==> src/rtl/sle_pkg.sv <==
// ----------------------------------------------------------------------------
// sle_pkg
// Shared types and codes for the sorted list engine: operation and status
// codes, field widths and the control word broadcast to every cell.
// ----------------------------------------------------------------------------
`default_nettype none

package sle_pkg;

  localparam int OP_W     = 2;
  localparam int VALUE_W  = 32;
  localparam int INDEX_W  = 6;
  localparam int STATUS_W = 3;
  localparam int COUNT_W  = 7;

  typedef enum logic [OP_W-1:0] {
    OP_INSERT = 2'd0,
    OP_REMOVE = 2'd1,
    OP_SEARCH = 2'd2,
    OP_READ   = 2'd3
  } op_t;

  typedef enum logic [STATUS_W-1:0] {
    ST_OK        = 3'd0,
    ST_FULL      = 3'd1,
    ST_EMPTY     = 3'd2,
    ST_NOT_FOUND = 3'd3,
    ST_RANGE     = 3'd4
  } status_t;

  // Broadcast to all cells in the cycle of a transfer.
  typedef struct packed {
    logic                      ins;    // insert with room left
    logic                      del;    // remove of a present value
    logic signed [VALUE_W-1:0] value;
  } cell_ctrl_t;

endpackage

`default_nettype wire

==> src/rtl/sle_cell.sv <==
// ----------------------------------------------------------------------------
// sle_cell
// One slot of the sorted store. Compares its entry with the broadcast value
// and, on insert, takes the left neighbor's entry or the new value; on
// remove, takes the right neighbor's entry.
// ----------------------------------------------------------------------------
`default_nettype none

module sle_cell import sle_pkg::*; (
  input  wire logic                      clk,
  input  wire cell_ctrl_t                ctrl,
  input  wire logic                      occ,
  input  wire logic                      prev_gt,
  input  wire logic signed [VALUE_W-1:0] prev_value,
  input  wire logic signed [VALUE_W-1:0] next_value,
  output logic                           gt,
  output logic                           eq,
  output logic signed [VALUE_W-1:0]      value
);

  logic ge;

  assign gt = occ && (ctrl.value < value);
  assign eq = occ && (ctrl.value == value);
  assign ge = occ && !(value < ctrl.value);

  always_ff @(posedge clk) begin
    if (ctrl.ins) begin
      // open a gap: larger entries move right, new value lands at the boundary
      if (prev_gt) begin
        value <= prev_value;
      end else if (gt || !occ) begin
        value <= ctrl.value;
      end
    end else if (ctrl.del && ge) begin
      // close the gap from the first match onward
      value <= next_value;
    end
  end

endmodule

`default_nettype wire

==> config.mk <==
export PLATFORM = sky130hd
export DESIGN_NAME = sle_cell
export DESIGN_NICKNAME = d
export VERILOG_FILES = /design/src/rtl/sle_pkg.sv /design/src/rtl/sle_cell.sv
export SDC_FILE = /design/constraint.sdc
export NUM_CORES = 1
export LEC_CHECK = 0
export ABC_AREA = 1
export CORE_MARGIN = 2
export CORE_UTILIZATION = 40
export CTS_CLUSTER_DIAMETER = 100
export DETAILED_ROUTE_END_ITERATION = 12
export DONT_BUFFER_PORTS = 1
export GPL_TIMING_DRIVEN = 0
export SLEW_MARGIN = 25
export SYNTH_ARGS = -nofsm -noshare
export SYNTH_HDL_FRONTEND = slang
export SYNTH_SLANG_ARGS = --single-unit
export TNS_END_PERCENT = 30
==> constraint.sdc <==
create_clock -name clk -period 3.8 [get_ports clk]
set_input_delay 0.38 -clock clk [delete_from_list [all_inputs] [get_ports clk]]
set_output_delay 0.38 -clock clk [all_outputs]
set_load 0.01 [all_outputs]
# Yosys cells after proc, flatten, opt, wreduce, memory -nomap -nowiden
# Cells that the tools add are included.
# Widths: inputs -> output; s select.
# op_classes
n_lt_le_gt_ge	2
reduce_logical	9
eq_ne	2
n_mux	4
# op_table
operator	n
$mux 32	4
$lt 32x32->1	2
$eq 32x32->1	1
$logic_and 1x1->1	4
$ne 3x1->1 const B	1
$logic_not 1->1	2
$reduce_and 2->1	1
$reduce_bool 2->1	1
$logic_or 1x1->1	1
# totals
in_bits	101
register_bits	32
output_inout_bits	34
word_cells	18

# Depth between registers and ports, before layout
# depth
word_depth	6
mapped_depth	18
ltp_nobuf	18

# Worst setup path after synthesis
# No wires, ideal clock.
# synth_timing
path_type	register -> register
from	register value[31]
to	register value[0] (enable)
arrival_time_ns	2.151
required_ns	3.413
synth_period_minus_slack_ns	2.538
path_buffers	0
setup_ns	0.387
setup_slack_ns	1.262
path_stages_with_launch	12
cell_sequence	edfxtp_1 > ha_1 > a21oi_1 > o21a_1 > nand2_1 > a21oi_1 > nand2_1 > nand2_1 > nand3_1 > nand2_1 > nand2_1 > inv_1
# synth_via
elab_chain_cells	6
word_cells_on_any_way	10
classes_between	2 x order compare; 1 x eq/ne; 7 x reduce/logical
# synth_rtl
item	line	rtl
from (decl)	sle_cell.sv:18	output logic signed [VALUE_W-1:0] value
from (signal assigned)	sle_cell.sv:31	value <= prev_value;
from (signal assigned)	sle_cell.sv:33	value <= ctrl.value;
from (signal assigned)	sle_cell.sv:37	value <= next_value;
$lt 32x32->1	sle_cell.sv:25	assign ge = occ && !(value < ctrl.value);
$logic_not 1->1	sle_cell.sv:25	
$logic_and 1x1->1	sle_cell.sv:25	
$logic_and 1x1->1	sle_cell.sv:35	end else if (ctrl.del && ge) begin
$reduce_bool 2->1 (no line)	--	
$reduce_and 2->1 (no line) (*)	--	
# Mark *: on every way between the ends. The rest lies on a longest branch, timed or not.
# A chain may end at the register's enable or synchronous reset.

# Worst setup path in the final report
# layout_timing
from	register value[31]
to	register value[4] (enable)
# The elaborated chain is that of the path after synthesis.

==> impl_results.md <==
* Distinct cells, synth at 18
* Initial antenna violation count at 0
* Biggest regs: value (32)
* Die area at approximately 0.0069 mm²
* Unrepaired setup endpoints after global routing: no
* CTS H-tree lvls at 2
* Final GP Congestion at about 0.76
* Worst-Margin Slew at 0.748 ns
* Max Slew Vio Count at 0
* Flop2flop setup slack at 1.14 ns
* Resized cells post-CTS at 0
* Worst hold path type: input port to flip-flop
* Hold Crit Start: next_value[3]
* Overflow after GRT at 0
* Post-layout nets at 470
* Fmax at around 0.38 GHz
* Cell mode on critical path: nand2_1
* Synth warnings at 0
* Worst EP required at 3.72 ns
* Final Hold Fails at 0
* Worst Skew at roughly 0.0048 ns
* Post-DRT Antenna Nets at 0
* Final wirelength at roughly 7000 µm
* Worst-path maximum fanout at 32
* Top post-synthesis cells by area: edfxtp_1, ha_1, nand2_1
* #FFs+latches synth at 32
* R2r endpoint: value[4]
* MaxCap Viol Count at 0
* Placed Instance Area at 0.00259 mm²
* Drt wl/cell at roughly 16 µm
* Max stage delay cell, worst path: inv_2
* Dpl hpwl at 5370 µm
* Largest Register: value
* Fillers at between 600 and 700
* Crit-path cells: ha_1, nand2_2, nor3_2, nand2_1, nor2_1, nand2_1, nand3_1, nand3_2, nand2_1, nand2_1, inv_2
* Share of the synthesized area in the top cell type at between 30% and 40%
* CTS tree: yes
* Status: finished, final reports clean
* Critical path startpoint category: flip-flop
* Drt first-iter violations at 82
* CP Capture Type: flip-flop
* R2R cell count at 11
* Num Clock Sinks at 32
* CTS clk-pin slew, worst paths at about 0.07 ns
* Clock Tree Root: clkbuf_8
* Detailed Routing Iterations Pass 1 at 4
* Vias post-DR at 2186
* Antenna diodes at 0
* Max reg flops at 32
* Area Overhead vs Synth at 6.95%
* WP data arrival at between 2 and 3 ns
* Global-route wire length before repair at ~11000 µm
* Worst stage delay on the critical path at 0.55 ns
* FF-to-FF Start: value[31]
* Core Footprint at around 0.006 mm²
* Setup TNS at 0 ns
* Share of post-route cells with drive strength above 1 at roughly 3.6%
* Die Y at between 80 and 90 µm
* Largest net degree at the start of global routing at 33
* Seq/Total Area, Yosys at between 30 and 40%
* Vias in the first global route at 2247
* Mean Syn Cell Area at around 7.6 µm²
* Clock Tree Buf Depth at 2
* Drc violations at 0
* Initial Util at 41.8%
* Syn Std Cell Area at 0.00250 mm²
* WS Path Type: flip-flop to flip-flop
* Min-Delay Endpoint: value[3]
* Cells after Synth at 330
* Hold slack at a little under 0.3 ns
* GRT Total Usage at approximately a fifth
* Max IR drop VDD at 0.166 mV
* DP Cell Count at between 400 and 500
* Pleak at between 1 and 1.5 nW
* Syn nets at between 400 and 500
* # rows at 28
* Pwr Density at approximately 360 mW/mm²
* Post-synth top area cell: edfxtp_1
* Die width at ~83 µm
* Worst-Skew Late Latency at approximately 0.29 ns
* Final period utilization at 70.1%
* Setup violators final at 0
* Post-CTS setup buffer count at 0
* CTS Buf Count at 5
* Final non-filler cell total at a little over 400
* Tmin final at roughly 2.7 ns
* Design Area, Final at between 0.002 and 0.003 mm²
* Max transition margin at around 50%
* Worst Hold Path Cells at 2
* Io pins at approximately 140
* Cts hold-fix bufs at 0
* Vias/cell at 5.29
* PortBufs at 0
[routing by layer]
metal / global-route usage (%) / vias up / wire length [µm]
li1: - / 1113 / -
met1: 22.9 / 976 / 2780
met2: 34.8 / 88 / 3260
met3: 8.55 / 9 / 663
met4: 5.51 / 0 / 101
met5: 0 / - / 0
[worst max path at each step]
stage | start | endpoint | cells after the start
final | value[31] | value[4] | 11
after global routing | value[31] | value[23] | 11
after CTS | value[31] | value[23] | 11
after floorplan | value[31] | value[0] | 11
after global placement | value[31] | value[2] | 11
after detailed placement | value[31] | value[4] | 11
[worst max-delay path: cells and delay by family, from the launching register on]
| family | cells | cell delay (ns) |
|---|---|---|
| fa+ha+maj | 1 | 0.40 |
| buf+inv | 1 | 0.55 |
| flops | 1 | 0.47 |
| simple gates | 9 | 0.87 |
[through the flow]
stage,power (W),util (%),setup slack (ns)
finish,0.000971,44.7,1.14
global route,0.00104,44.7,0.897
floorplan,0.000658,-,1.26
detailed placement,0.000720,43.3,1.12
global placement,0.000711,43.3,0.716
CTS,0.000980,44.7,1.10
[area by class of cell]
| cell class | count | area [µm²] | share of cell area (%) |
|---|---|---|---|
| Clock buffer | 7 | 76.3 | 2.85 |
| Buffer | 12 | 45.0 | 1.68 |
| Clock inverter | 1 | 3.75 | 0.140 |
| Multi-Input combinational cell | 241 | 1330 | 49.6 |
| Tap cell | 75 | 93.8 | 3.51 |
| Inverter | 45 | 169 | 6.31 |
| Sequential cell | 32 | 961 | 35.9 |
[kinds of logic after synthesis]
| logic type | Yosys count | synth area share, % |
|---|---|---|
| buffers and inverters | 57 | 8.55 |
| AOI/OAI and AO/OA | 83 | 16.9 |
| DFF | 32 | 38.4 |
| and+or+nand+nor | 126 | 20.1 |
| adders and majority gates | 32 | 16.0 |
[cells in the mapped netlist]
cell,n
a21oi_1,14
inv_2,3
nand3_2,1
inv_1,42
o21a_1,2
o21ai_0,32
clkbuf_1,12
nand3_1,4
edfxtp_1,32
nor3_1,2
o21ai_1,34
nor3_2,1
nor2_1,43
nand2_2,1
a21o_1,1
nand2_1,71
ha_1,32
nand4_1,3
[report_power, final]
| group | switching [W] | leakage, nW | internal, W |
|---|---|---|---|
| Sequential | 0.0000480 | 0.318 | 0.000443 |
| Combinational | 0.000135 | 0.872 | 0.0000809 |
| Clock | 0.000136 | 0.0399 | 0.000128 |
[cells in the final DEF, fill, tap and decap left out, drive strengths merged, types with 2 or more instances in the layout]
cell / netlist / final
o21ai: 66 / 66
nor2: 43 / 43
a21oi: 14 / 14
nor3: 3 / 3
nand3: 5 / 5
edfxtp: 32 / 32
nand4: 3 / 3
ha: 32 / 32
inv: 45 / 45
nand2: 72 / 72
o21a: 2 / 2
clkbuf: 12 / 19
Power figures use the tool's default switching activity.
